--- src/mbe_pkg.sv ---
// shared constants, types and fixed-point helpers for the escape-time block
package mbe_pkg;

    // number format and sizes
    localparam int FRAC_BITS  = 28;
    localparam int VAL_BITS   = FRAC_BITS + 4;
    localparam int PROD_W     = 2 * VAL_BITS;
    localparam int MAX_SIDE   = 4096;
    localparam int PIX_W      = 12;
    localparam int SIDE_W     = PIX_W + 1;
    localparam int DIFF_W     = PIX_W + 3;
    localparam int ITER_W     = 16;
    localparam int STEP_W     = 31;
    localparam int CTR_W      = 32;
    localparam int CFG_IDX_W  = 3;
    localparam int CFG_DATA_W = 32;

    // saturation limits
    localparam logic signed [VAL_BITS-1:0] VAL_MAX = {1'b0, {(VAL_BITS-1){1'b1}}};
    localparam logic signed [VAL_BITS-1:0] VAL_MIN = {1'b1, {(VAL_BITS-1){1'b0}}};
    localparam logic signed [PROD_W-1:0] PROD_MAX =
        {{(PROD_W-VAL_BITS+1){1'b0}}, {(VAL_BITS-1){1'b1}}};
    localparam logic signed [PROD_W-1:0] PROD_MIN = ~PROD_MAX;
    localparam logic signed [PROD_W-1:0] FRAC_RND =
        {{(PROD_W-FRAC_BITS){1'b0}}, {FRAC_BITS{1'b1}}};

    // escape radius squared, 4.0 in the value format
    localparam logic [VAL_BITS:0] ESC_LIMIT = (VAL_BITS+1)'(4) << FRAC_BITS;

    // register reset values
    localparam logic [ITER_W-1:0]       RST_MAX_ITER  = 16'd256;
    localparam logic [STEP_W-1:0]       RST_STEP      = 31'd1048576;
    localparam logic signed [CTR_W-1:0] RST_CENTER_RE = -32'sd134217728;
    localparam logic signed [CTR_W-1:0] RST_CENTER_IM = 32'sd0;
    localparam logic [SIDE_W-1:0]       RST_WIDTH     = 13'd1024;
    localparam logic [SIDE_W-1:0]       RST_HEIGHT    = 13'd768;

    // register indexes
    typedef enum logic [CFG_IDX_W-1:0] {
        CFG_MAX_ITER  = 3'd0,
        CFG_STEP      = 3'd1,
        CFG_CENTER_RE = 3'd2,
        CFG_CENTER_IM = 3'd3,
        CFG_WIDTH     = 3'd4,
        CFG_HEIGHT    = 3'd5
    } t_cfg_idx;

    // register contents seen by the core
    typedef struct packed {
        logic [ITER_W-1:0]       max_iter;
        logic [STEP_W-1:0]       step;
        logic signed [CTR_W-1:0] center_re;
        logic signed [CTR_W-1:0] center_im;
        logic [SIDE_W-1:0]       width;
        logic [SIDE_W-1:0]       height;
    } t_cfg;

    // clamp a wide signed value into the value range
    function automatic logic signed [VAL_BITS-1:0] f_clamp(
        input logic signed [PROD_W-1:0] a
    );
        if (a > PROD_MAX) begin
            f_clamp = VAL_MAX;
        end else if (a < PROD_MIN) begin
            f_clamp = VAL_MIN;
        end else begin
            f_clamp = a[VAL_BITS-1:0];
        end
    endfunction

    // saturating add of two values
    function automatic logic signed [VAL_BITS-1:0] f_sadd(
        input logic signed [VAL_BITS-1:0] a,
        input logic signed [VAL_BITS-1:0] b
    );
        logic [VAL_BITS:0] s;
        s = {a[VAL_BITS-1], a} + {b[VAL_BITS-1], b};
        if (s[VAL_BITS] != s[VAL_BITS-1]) begin
            f_sadd = s[VAL_BITS] ? VAL_MIN : VAL_MAX;
        end else begin
            f_sadd = s[VAL_BITS-1:0];
        end
    endfunction

    // product back to value format, truncated toward zero, saturated
    function automatic logic signed [VAL_BITS-1:0] f_fix(
        input logic signed [PROD_W-1:0] a
    );
        logic signed [PROD_W-1:0] t;
        t = a + (a[PROD_W-1] ? FRAC_RND : {PROD_W{1'b0}});
        t = t >>> FRAC_BITS;
        f_fix = f_clamp(t);
    endfunction

    // halve toward zero, saturated
    function automatic logic signed [VAL_BITS-1:0] f_half(
        input logic signed [PROD_W-1:0] a
    );
        logic signed [PROD_W-1:0] t;
        t = a + (a[PROD_W-1] ? PROD_W'(1) : {PROD_W{1'b0}});
        t = t >>> 1;
        f_half = f_clamp(t);
    endfunction

endpackage

--- src/mbe_mul.sv ---
// shared signed multiplier with registered product
module mbe_mul
    import mbe_pkg::*;
(
    input  logic                       i_clk,
    input  logic signed [VAL_BITS-1:0] i_a,
    input  logic signed [VAL_BITS-1:0] i_b,
    output logic signed [PROD_W-1:0]   o_prod
);

    logic signed [PROD_W-1:0] r_prod;

    // full-width product, one per cycle
    always_ff @(posedge i_clk) begin
        r_prod <= i_a * i_b;
    end

    assign o_prod = r_prod;

endmodule

--- src/mbe_cfg.sv ---
// configuration register file
module mbe_cfg
    import mbe_pkg::*;
(
    input  logic                  i_clk,
    input  logic                  i_rst_n,
    input  logic                  i_cfg_valid,
    output logic                  o_cfg_ready,
    input  logic [CFG_IDX_W-1:0]  i_cfg_index,
    input  logic [CFG_DATA_W-1:0] i_cfg_data,
    output t_cfg                  o_cfg
);

    t_cfg r_cfg;

    // writes are always taken outside reset
    assign o_cfg_ready = i_rst_n;

    // register update on a write request
    always_ff @(posedge i_clk) begin
        if (!i_rst_n) begin
            r_cfg.max_iter  <= RST_MAX_ITER;
            r_cfg.step      <= RST_STEP;
            r_cfg.center_re <= RST_CENTER_RE;
            r_cfg.center_im <= RST_CENTER_IM;
            r_cfg.width     <= RST_WIDTH;
            r_cfg.height    <= RST_HEIGHT;
        end else if (i_cfg_valid && o_cfg_ready) begin
            case (t_cfg_idx'(i_cfg_index))
                CFG_MAX_ITER:  r_cfg.max_iter  <= i_cfg_data[ITER_W-1:0];
                CFG_STEP:      r_cfg.step      <= i_cfg_data[STEP_W-1:0];
                CFG_CENTER_RE: r_cfg.center_re <= i_cfg_data[CTR_W-1:0];
                CFG_CENTER_IM: r_cfg.center_im <= i_cfg_data[CTR_W-1:0];
                CFG_WIDTH:     r_cfg.width     <= i_cfg_data[SIDE_W-1:0];
                CFG_HEIGHT:    r_cfg.height    <= i_cfg_data[SIDE_W-1:0];
                default: ;
            endcase
        end
    end

    assign o_cfg = r_cfg;

endmodule

--- src/mbe_core.sv ---
// sequencer and datapath around the shared multiplier
module mbe_core
    import mbe_pkg::*;
(
    input  logic              i_clk,
    input  logic              i_rst_n,
    input  t_cfg              i_cfg,
    input  logic              i_in_valid,
    output logic              o_in_stall,
    input  logic [PIX_W-1:0]  i_pixel_x,
    input  logic [PIX_W-1:0]  i_pixel_y,
    output logic              o_out_valid,
    input  logic              i_out_stall,
    output logic [ITER_W-1:0] o_iteration_count
);

    typedef enum logic [10:0] {
        S_IDLE = 11'b000_0000_0001,
        S_CX   = 11'b000_0000_0010,
        S_CY   = 11'b000_0000_0100,
        S_OY   = 11'b000_0000_1000,
        S_CC   = 11'b000_0001_0000,
        S_RI   = 11'b000_0010_0000,
        S_RR   = 11'b000_0100_0000,
        S_II   = 11'b000_1000_0000,
        S_SQ   = 11'b001_0000_0000,
        S_UPD  = 11'b010_0000_0000,
        S_DONE = 11'b100_0000_0000
    } t_state;

    t_state r_state, n_state;
    logic   r_out_valid, n_out_valid;

    logic [PIX_W-1:0]           r_px, r_py;
    logic signed [VAL_BITS-1:0] r_off, r_cr, r_ci, r_zr, r_zi, r_p, r_r2, r_i2;
    logic [ITER_W-1:0]          r_count, r_out_count;

    logic [SIDE_W-1:0]          side_x, side_y;
    logic signed [DIFF_W-1:0]   d_x, d_y;
    logic signed [VAL_BITS-1:0] mul_a, mul_b, fix_q, half_q, cen_re, cen_im, step_v;
    logic signed [PROD_W-1:0]   prod;
    logic [VAL_BITS:0]          mag_sum;
    logic                       escape;
    logic [ITER_W-1:0]          count_inc;
    logic                       out_load, out_take;

    // pixel offset from the image middle, doubled so that half a side stays exact
    assign side_x = (i_cfg.width  > SIDE_W'(MAX_SIDE)) ? SIDE_W'(MAX_SIDE) : i_cfg.width;
    assign side_y = (i_cfg.height > SIDE_W'(MAX_SIDE)) ? SIDE_W'(MAX_SIDE) : i_cfg.height;
    assign d_x = $signed({2'b00, r_px, 1'b0}) - $signed({2'b00, side_x});
    assign d_y = $signed({2'b00, r_py, 1'b0}) - $signed({2'b00, side_y});
    assign step_v = $signed(VAL_BITS'({1'b0, i_cfg.step}));
    assign cen_re = f_clamp(PROD_W'(i_cfg.center_re));
    assign cen_im = f_clamp(PROD_W'(i_cfg.center_im));

    // operand selection for the shared multiplier
    always_comb begin
        case (r_state)
            S_CX: begin
                mul_a = {{(VAL_BITS-DIFF_W){d_x[DIFF_W-1]}}, d_x};
                mul_b = step_v;
            end
            S_CY: begin
                mul_a = {{(VAL_BITS-DIFF_W){d_y[DIFF_W-1]}}, d_y};
                mul_b = step_v;
            end
            S_RR: begin
                mul_a = r_zr;
                mul_b = r_zr;
            end
            S_II: begin
                mul_a = r_zi;
                mul_b = r_zi;
            end
            default: begin
                mul_a = r_zr;
                mul_b = r_zi;
            end
        endcase
    end

    mbe_mul u_mul (
        .i_clk  (i_clk),
        .i_a    (mul_a),
        .i_b    (mul_b),
        .o_prod (prod)
    );

    // product post-processing and escape test
    assign fix_q     = f_fix(prod);
    assign half_q    = f_half(prod);
    assign mag_sum   = {1'b0, r_r2} + {1'b0, r_i2};
    assign escape    = (mag_sum >= ESC_LIMIT);
    assign count_inc = r_count + 1'b1;

    // result register handshake
    assign out_load    = (r_state == S_DONE) && (!r_out_valid || !i_out_stall);
    assign out_take    = r_out_valid && !i_out_stall;
    assign n_out_valid = out_load || (r_out_valid && !out_take);

    // sequencer
    always_comb begin
        n_state = r_state;
        case (r_state)
            S_IDLE: if (i_in_valid) n_state = S_CX;
            S_CX:   n_state = S_CY;
            S_CY:   n_state = S_OY;
            S_OY:   n_state = S_CC;
            S_CC:   n_state = (i_cfg.max_iter == '0) ? S_DONE : S_RI;
            S_RI:   n_state = S_RR;
            S_RR:   n_state = S_II;
            S_II:   n_state = S_SQ;
            S_SQ:   n_state = S_UPD;
            S_UPD: begin
                if (escape || (count_inc == i_cfg.max_iter)) begin
                    n_state = S_DONE;
                end else begin
                    n_state = S_RI;
                end
            end
            S_DONE: if (out_load) n_state = S_IDLE;
            default: n_state = S_IDLE;
        endcase
    end

    // control registers
    always_ff @(posedge i_clk) begin
        if (!i_rst_n) begin
            r_state     <= S_IDLE;
            r_out_valid <= 1'b0;
        end else begin
            r_state     <= n_state;
            r_out_valid <= n_out_valid;
        end
    end

    // datapath registers
    always_ff @(posedge i_clk) begin
        case (r_state)
            S_IDLE: begin
                if (i_in_valid) begin
                    r_px <= i_pixel_x;
                    r_py <= i_pixel_y;
                end
            end
            S_CY: r_off <= half_q;
            S_OY: begin
                r_cr  <= f_sadd(cen_re, r_off);
                r_zr  <= f_sadd(cen_re, r_off);
                r_off <= half_q;
            end
            S_CC: begin
                r_ci    <= f_sadd(cen_im, r_off);
                r_zi    <= f_sadd(cen_im, r_off);
                r_count <= '0;
            end
            S_RR: r_p  <= fix_q;
            S_II: r_r2 <= fix_q;
            S_SQ: r_i2 <= fix_q;
            S_UPD: begin
                // z = z^2 + c for an orbit still inside the radius
                if (!escape) begin
                    r_count <= count_inc;
                    r_zr    <= f_sadd(r_r2 - r_i2, r_cr);
                    r_zi    <= f_sadd(f_sadd(r_p, r_p), r_ci);
                end
            end
            S_DONE: if (out_load) r_out_count <= r_count;
            default: ;
        endcase
    end

    assign o_in_stall        = !i_rst_n || (r_state != S_IDLE);
    assign o_out_valid       = r_out_valid;
    assign o_iteration_count = r_out_count;

endmodule

--- src/mandelbrot_escape_time.sv ---
// top level of the escape-time counter
//
// Channels: pixel requests (i_in_valid / o_in_stall with i_pixel_x, i_pixel_y),
// results (o_out_valid / i_out_stall with o_iteration_count) and a register
// write port (i_cfg_valid / o_cfg_ready, i_cfg_index, i_cfg_data).
// One pixel request is worked on at a time. Its point c is formed first with
// two passes through the shared 32x32 multiplier, then every orbit step uses
// that multiplier three times (zr*zi, zr^2, zi^2). The next request is taken
// only once the result of the last one has been loaded into the output register.
// The result sits in an output register; while the receiver stalls it holds
// there and a finished pixel waits in its last state until the register frees.
// Synchronous reset restores the register defaults, drops any pending result
// and holds the request and write ports off for its duration.
module mandelbrot_escape_time
    import mbe_pkg::*;
(
    input  logic                  i_clk,
    input  logic                  i_rst_n,
    input  logic                  i_cfg_valid,
    output logic                  o_cfg_ready,
    input  logic [CFG_IDX_W-1:0]  i_cfg_index,
    input  logic [CFG_DATA_W-1:0] i_cfg_data,
    input  logic                  i_in_valid,
    output logic                  o_in_stall,
    input  logic [PIX_W-1:0]      i_pixel_x,
    input  logic [PIX_W-1:0]      i_pixel_y,
    output logic                  o_out_valid,
    input  logic                  i_out_stall,
    output logic [ITER_W-1:0]     o_iteration_count
);

    t_cfg cfg;

    // register file
    mbe_cfg u_cfg (
        .i_clk       (i_clk),
        .i_rst_n     (i_rst_n),
        .i_cfg_valid (i_cfg_valid),
        .o_cfg_ready (o_cfg_ready),
        .i_cfg_index (i_cfg_index),
        .i_cfg_data  (i_cfg_data),
        .o_cfg       (cfg)
    );

    // iteration engine
    mbe_core u_core (
        .i_clk             (i_clk),
        .i_rst_n           (i_rst_n),
        .i_cfg             (cfg),
        .i_in_valid        (i_in_valid),
        .o_in_stall        (o_in_stall),
        .i_pixel_x         (i_pixel_x),
        .i_pixel_y         (i_pixel_y),
        .o_out_valid       (o_out_valid),
        .i_out_stall       (i_out_stall),
        .o_iteration_count (o_iteration_count)
    );

endmodule

--- config.mk ---
export PLATFORM = sky130hd
export DESIGN_NAME = mandelbrot_escape_time
export DESIGN_NICKNAME = d
export VERILOG_FILES = /design/src/mbe_pkg.sv /design/src/mbe_mul.sv /design/src/mbe_cfg.sv /design/src/mbe_core.sv /design/src/mandelbrot_escape_time.sv
export SDC_FILE = /design/constraint.sdc
export NUM_CORES = 2
export LEC_CHECK = 0
export BUFFER_PORTS_ARGS = -buffer_cell sky130_fd_sc_hd__buf_2
export CORE_ASPECT_RATIO = 1.25
export CORE_MARGIN = 3
export CORE_UTILIZATION = 45
export DETAILED_ROUTE_END_ITERATION = 12
export PLACE_DENSITY_LB_ADDON = 0.3
export SYNTH_ARGS = -nofsm -noshare
export SYNTH_HDL_FRONTEND = slang
export SYNTH_HIERARCHICAL = 1
export SYNTH_SLANG_ARGS = --single-unit
export TNS_END_PERCENT = 30
--- constraint.sdc ---
create_clock -name i_clk -period 29.6 [get_ports i_clk]
set_input_delay 2.96 -clock i_clk [delete_from_list [all_inputs] [get_ports i_clk]]
set_output_delay 2.96 -clock i_clk [all_outputs]
set_load 0.02 [all_outputs]
# ---- Yosys cells after proc, flatten, opt, wreduce, memory -nomap -nowiden
# Cells that the tools add are included.
dict set report word_totals {
  register_bits 525
  output_inout_bits 19
  wordCells 136
}
dict set report classes {
  muxes 36
  magnitude_cmp 11
  mul 1
  n_reduce_logical 29
  addsub 12
  n_eq_ne 26
}
# operator count
set ops {}
lappend ops {{$mux 32} 21}
lappend ops {{$add 32x32->33} 6}
lappend ops {{$pmux 32 s2} 3}
lappend ops {{$pmux 11 s11} 1}
lappend ops {{$pmux 32 s3} 1}
lappend ops {{$add 64x1->64} 1}
lappend ops {{$add 64x28->64} 1}
lappend ops {{$gt 32x32->1 const B} 2}
lappend ops {{$lt 32x32->1 const B} 2}
lappend ops {{$mul 32x32->64} 1}
lappend ops {{$gt 63x32->1 const B} 1}
lappend ops {{$lt 63x32->1 const B} 1}
lappend ops {{$mux 11} 4}
lappend ops {{$gt 36x32->1 const B} 1}
lappend ops {{$lt 36x32->1 const B} 1}
lappend ops {{$ge 33x31->1 const B} 1}
lappend ops {{$pmux 16 s2} 1}
lappend ops {{$sub 32x32->32} 1}
lappend ops {{$mux 28} 1}
lappend ops {{$sub 13x13->14} 2}
lappend ops {{$gt 13x13->1 const B} 2}
lappend ops {{$mux 13} 2}
lappend ops {{$reduce_and 2->1} 11}
lappend ops {{$add 16x1->16 const B} 1}
lappend ops {{other kinds (28)} 46}

# ---- Logic depth before layout (Yosys ltp)
dict set report logic_depth {
  depth_word 10
  depth_mapped 43
  ltp_nobuf 39
}

# ---- By module
# The synthesis kept the hierarchy.
# module n_inst seq_area_each_um2 area_per_inst_um2 cells_each
set by_module_without_submodules {}
lappend by_module_without_submodules {mbe_mul 1 1281.2 37279.5 3915}
lappend by_module_without_submodules {mbe_core 1 9609.2 26962.1 2990}
lappend by_module_without_submodules {mbe_cfg 1 2742.6 5043.6 622}

# ---- Least setup slack after synthesis
# OpenSTA, ideal clock, no wires.
dict set report synth_path {
  path_kind {register -> register}
  start {register u_cfg.r_cfg (netlist bit u_cfg/o_cfg[12])}
  end {register u_core.u_mul.r_prod[62] (netlist: u_core/u_mul/o_prod[62])}
  setup_ps 126
  t_arrival_ps 10411
  synth_period_minus_slack_ps 10537
  path_stages_with_launch 40
  slack_ps 19063
  required_time_ps 29474
  cell_sequence {dfxtp_1 > inv_1 > clkbuf_1 > nand2_1 > ha_1 > a21o_1 > a21o_1 > a21oi_1 > o21ai_1 > o41a_1 > a31o_2 > a2111oi_0 > a211o_1 > clkbuf_1 > a22o_1 > clkbuf_1 > nand2_1 > inv_1 > (+4 left out) > fa_1 > fa_1 > inv_1 > fa_1 > inv_1 > fa_1 > inv_1 > fa_1 > inv_1 > fa_1 > ha_1 > and4_1 > a221oi_1 > o41ai_4 > a31oi_4 > o31ai_4 > a211oi_1 > nor4_2}
}
dict set report synth_between {
  elab_chain_cells 5
}
# element line
set synth_lines {}
lappend synth_lines {{from (decl)} mbe_cfg.sv:14} ;# t_cfg r_cfg;
lappend synth_lines {{$gt 13x13->1} mbe_core.sv:49} ;# assign side_y = (i_cfg.height > SIDE_W'(MAX_SIDE)) ? SIDE_W'(MAX_SIDE) : i_cfg.height;
lappend synth_lines {{$mux 13 (*)} mbe_core.sv:49}
lappend synth_lines {{$sub 13x13->14 (*)} mbe_core.sv:51} ;# assign d_y = $signed({2'b00, r_py, 1'b0}) - $signed({2'b00, side_y});
lappend synth_lines {{$pmux 32 s3 (*)} mbe_core.sv:58} ;# case (r_state)
lappend synth_lines {{via u_core.mul_a[31]} mbe_core.sv:40} ;# logic signed [VAL_BITS-1:0] mul_a, mul_b, fix_q, half_q, cen_re, cen_im, step_v;
lappend synth_lines {{$mul 32x32->64 (*)} mbe_mul.sv:15} ;# r_prod <= i_a * i_b;
lappend synth_lines {{to (signal assigned)} mbe_mul.sv:15}
lappend synth_lines {{to (decl)} mbe_mul.sv:11} ;# logic signed [PROD_W-1:0] r_prod;
# The timed path passes the listed nets; every way through them passes the cells marked *.
# A chain may end at the register's enable or synchronous reset.

# ---- Worst setup path after layout
dict set report layout_path {
  start {register u_cfg.r_cfg (netlist bit u_cfg/o_cfg[12])}
  end {register u_core.u_mul.r_prod[44] (netlist: u_core/u_mul/o_prod[44])}
}
# The elaborated chain is that of the path after synthesis.

==> results by group <==
Status
  – Result of the run: finished, final reports clean

Timing
  – Setup repair after global routing missed its margin: false
  – Slew headroom: 0.193
  – Fin. max-slew vios: 0
  – Highest clock frequency the design can meet: 84.8 MHz
  – Final worst-path cycle share: 0.399
  – Minimum clock period after layout: 11.80 ns
  – Worst Skew: 0.0507 ns
  – Setup TNS after final layout: 0 ns
  – Worst Max-Slew Pin Slew: 1.21 ns
  – Setup violation total in the final timing report: 0
  – Final worst setup slack: 17.80 ns
  – Final hold violation count: 0

Placed design
  – Half-perimeter wire length after placement: 171000 um
  – PortBufs: 82
  – Weighted congestion at the end of routability-driven global placement: 1.03
  – Setup WS pre-CTS: 17.99 ns
  – Inst Count DP: 9278

Clock tree
  – Number of resized instances in the post-cts repair step: 0
  – Clock root buffer: sky130_fd_sc_hd__clkbuf_16
  – Deepest clock path buffer count: 3
  – Insertion delay to the later sink of the worst-skew pair: 0.67 ns
  – CTS tree: built
  – Number of sinks driven by the clock tree: 525
  – Number of buffers inserted during clock tree synthesis: 55
  – Cts-stage hold buffer count: 0
  – Clock transition at the registers of the reported paths: 0.07 ns
  – Number of levels in the clock H-tree: 2
  – Setup Fix Bufs, Post-CTS: 0

Detailed routing
  – Initial DRT Pass Iterations: 6
  – Total length of routed wires: 226000 um
  – Via count: 54500
  – Detailed-route wire length per cell: 24.1 um
  – DRC marker count from the first detailed-route iteration: 4807
  – Remaining design rule violation count: 0
  – Antenna-violating nets left: 0
  – Vias per std cell: 5.81

Logic synthesis
  – Primary FF master, synth: sky130_fd_sc_hd__edfxtp_1
  – Proportion of register bits with asynchronous set or reset after synthesis: 0
  – Number of distinct standard cells referenced by the synthesized netlist: 99
  – Adder and majority cell fraction of the synthesized area: 0.398
  – Ys Warns: 6
  – Synth Area in XOR/XNOR: 0.0411
  – Gate count of the mapped netlist: 7527
  – Combinational family with the most area after synthesis: adder cells
  – EDFF count, synth: 312
  – Net count after synthesis: 9111
  – Avg Inst Size Synth: 9.20 um^2
  – Share of synthesized area spent on multiplexers: 0.00193
  – Synth Area in Compound Gates: 0.107
  – Number of synthesized register bits: 525
  – Area of the mapped netlist: 69300 um^2
  – Sequential-to-total area share from yosys stat: 0.197
  – Synth Area in Simple Gates: 0.172

Setup path
  – Critical path type: flop to flop
  – Library cell contributing the largest single delay on the critical path: sky130_fd_sc_hd__a32oi_1
  – Critical Path End Type: flop
  – Worst reg2reg path startpoint: u_cfg/o_cfg[12]$_SDFFE_PN0P_
  – Worst path buffer plus inverter count: 4
  – Critical path fanouts, max: 32
  – Nature of the critical path startpoint: flop
  – Number of cells on the worst reg-to-reg path: 34
  – Arrival time at the worst endpoint: 12.38 ns
  – First element of the critical path: u_cfg/o_cfg[12]$_SDFFE_PN0P_
  – Reg-to-Reg End: u_core/u_mul/o_prod[44]$_DFF_P_
  – Flop-to-flop setup slack: 17.80 ns
  – CP max stage delay: 0.63 ns
  – Endpoint of the most critical setup path: u_core/u_mul/o_prod[44]$_DFF_P_
  – Most frequent cell on the critical path: sky130_fd_sc_hd__fa_1
  – Stages on worst setup path: 34
  – Crit path required time: 30.18 ns
  – Cell family with most CP delay: adder cells

Floorplan
  – Core Region: 153000 um^2
  – Number of placed I/O pins: 83
  – Vertical extent of the die: 445 um
  – Die width: 357 um
  – Cell Rows: 160
  – Initial Utilization: 0.454
  – DIE AREA: 159000 um^2

Hold path
  – Kind of path behind the tightest hold check: flop to flop

Global route
  – Global-route usage over all layers: 0.284
  – Pin count of the biggest net entering global routing: 96
  – Initial antenna violation count: 6
  – First-pass GRT wire length: 343000 um
  – Vias in the first global route: 56800
  – Residual overflow from global routing: 0

Cells and area
  – Number of nets at the end of the flow: 8894
  – Layout filler cell count: 14500
  – Post-Layout Cell Count: 9381
  – Signed area change from the synthesized netlist to the final layout: 5.82%
  – Share of final-layout standard cells stronger than drive strength 1: 0.0525

Flow run
  – Max_cap viols: 0
[flip-flops by register name, summed over array words and instances, names as in the netlist, 16 cells and up]
| signal | count |
|---|---|
| u_core/r_ci | 32 |
| u_core/r_i2 | 32 |
| u_core/r_cr | 32 |
| u_core/r_zr | 32 |
| u_core/r_r2 | 32 |
| u_core/o_iteration_count | 16 |
| u_core/r_zi | 32 |
| u_core/u_mul/o_prod | 64 |
| u_cfg/o_cfg | 137 |
| u_core/r_p | 32 |
| u_core/r_off | 32 |
| u_core/r_count | 16 |
[through the flow]
stage | hold WS (ns) | utilization | area (um^2)
floorplan | 0.434 | - | 69300
global placement | 0.446 | 0.467 | 71300
detailed placement | 0.454 | 0.467 | 71300
CTS | 0.464 | 0.481 | 73300
global route | 0.480 | 0.481 | 73300
finish | 0.463 | 0.481 | 73300
[cells in the final DEF, fill, tap and decap left out, types with 28 or more instances in the layout]
cell type and count:
sky130_fd_sc_hd__edfxtp_1 312, sky130_fd_sc_hd__nor2_1 267, sky130_fd_sc_hd__nand3_1 215, sky130_fd_sc_hd__a211oi_1 31
sky130_fd_sc_hd__o21ai_1 39, sky130_fd_sc_hd__nor4_1 28, sky130_fd_sc_hd__a21o_1 124, sky130_fd_sc_hd__nor3_1 70
sky130_fd_sc_hd__a22oi_1 55, sky130_fd_sc_hd__o21bai_1 36, sky130_fd_sc_hd__and3_1 52, sky130_fd_sc_hd__dfxtp_1 213
sky130_fd_sc_hd__clkbuf_16 55, sky130_fd_sc_hd__xor2_1 139, sky130_fd_sc_hd__xnor2_1 186, sky130_fd_sc_hd__fa_1 1090
sky130_fd_sc_hd__a21oi_2 32, sky130_fd_sc_hd__nand2b_1 47, sky130_fd_sc_hd__ha_1 430, sky130_fd_sc_hd__buf_2 81
sky130_fd_sc_hd__o21ai_0 296, sky130_fd_sc_hd__o21a_1 32, sky130_fd_sc_hd__nand2_1 970, sky130_fd_sc_hd__buf_4 87
sky130_fd_sc_hd__a31oi_1 28, sky130_fd_sc_hd__nand4_1 68, sky130_fd_sc_hd__a21oi_1 294, sky130_fd_sc_hd__inv_1 1062
sky130_fd_sc_hd__maj3_1 37, sky130_fd_sc_hd__and2_1 545
[worst min-delay path by stage]
| stage | slack [ns] | startpoint | depth (start not counted) | end |
|---|---|---|---|---|
| 2_1_floorplan | 0.43 | u_cfg/o_cfg[44]$_SDFFE_PN0P_ | 2 | u_cfg/o_cfg[44]$_SDFFE_PN0P_ |
| 3_3_place_gp | 0.45 | u_cfg/o_cfg[91]$_SDFFE_PN0P_ | 2 | u_cfg/o_cfg[91]$_SDFFE_PN0P_ |
| 3_5_place_dp | 0.45 | u_cfg/o_cfg[22]$_SDFFE_PN0P_ | 2 | u_cfg/o_cfg[22]$_SDFFE_PN0P_ |
| 4_1_cts | 0.46 | u_cfg/o_cfg[22]$_SDFFE_PN0P_ | 2 | u_cfg/o_cfg[22]$_SDFFE_PN0P_ |
| 5_1_grt | 0.48 | u_cfg/o_cfg[91]$_SDFFE_PN0P_ | 2 | u_cfg/o_cfg[91]$_SDFFE_PN0P_ |
| 6_report | 0.46 | u_cfg/o_cfg[22]$_SDFFE_PN0P_ | 2 | u_cfg/o_cfg[22]$_SDFFE_PN0P_ |
[cells by family after synthesis]
logic type                 after synthesis
and+or+nand+nor                       2433
adders and majority gates             1557
buffers and inverters                 1505
AOI/OAI and AO/OA                     1169
DFF                                    525
xor gates and xnor gates               325
muxes                                   13
[cell usage after synthesis (30+ instances only)]
cell	number	area, um^2
sky130_fd_sc_hd__edfxtp_1	312	9370
sky130_fd_sc_hd__fa_1	1090	21800
sky130_fd_sc_hd__and3_1	52	325
sky130_fd_sc_hd__maj3_1	37	370
sky130_fd_sc_hd__nand2_1	989	3710
sky130_fd_sc_hd__buf_2	33	165
sky130_fd_sc_hd__a21o_1	124	931
sky130_fd_sc_hd__a21oi_2	30	263
sky130_fd_sc_hd__nand2b_1	47	294
sky130_fd_sc_hd__xor2_1	139	1220
sky130_fd_sc_hd__nor3_1	70	350
sky130_fd_sc_hd__a211oi_1	32	240
sky130_fd_sc_hd__and2_1	545	3410
sky130_fd_sc_hd__nor2_1	270	1010
sky130_fd_sc_hd__ha_1	430	5380
sky130_fd_sc_hd__inv_1	1063	3990
sky130_fd_sc_hd__a22oi_1	56	420
sky130_fd_sc_hd__nand4_1	68	425
sky130_fd_sc_hd__a21oi_1	296	1480
sky130_fd_sc_hd__o21bai_1	36	270
sky130_fd_sc_hd__nand3_1	215	1080
sky130_fd_sc_hd__dfxtp_1	213	4260
sky130_fd_sc_hd__o21a_1	32	240
sky130_fd_sc_hd__xnor2_1	186	1630
sky130_fd_sc_hd__clkbuf_1	379	1420
sky130_fd_sc_hd__o21ai_1	38	190
sky130_fd_sc_hd__o21ai_0	303	1520
[tightest hold or removal path: cells and delay by family, from the launching register on]
kind / cells / cell delay [ns]
multiplexers: 1 / 0.06
AND/OR/NAND/NOR: 1 / 0.05
flip-flops: 1 / 0.31
[final cells by class]
| type | count | area [um^2] | area share |
|---|---|---|---|
| antenna | 1 | 2.50 | 0.0000341 |
| clock buffer | 60 | 1410 | 0.0192 |
| clock inverter | 42 | 614 | 0.00838 |
| inverter | 1063 | 3990 | 0.0544 |
| multi-input combinational | 5497 | 50100 | 0.683 |
| sequential | 525 | 13600 | 0.186 |
| tap | 2025 | 2530 | 0.0346 |
| timing repair buffer | 168 | 1060 | 0.0144 |
[per-layer routing]
layer,global-route usage,up-vias,wire length [um]
met5,0,-,0
met4,0.166,0,16000
met3,0.0394,657,16900
met2,0.473,2558,108000
met1,0.351,27500,85400
li1,-,23800,-
Power is left out: the tool's default activity adds up to more than one toggle a clock period on the data nets, which glitch-free logic cannot reach.
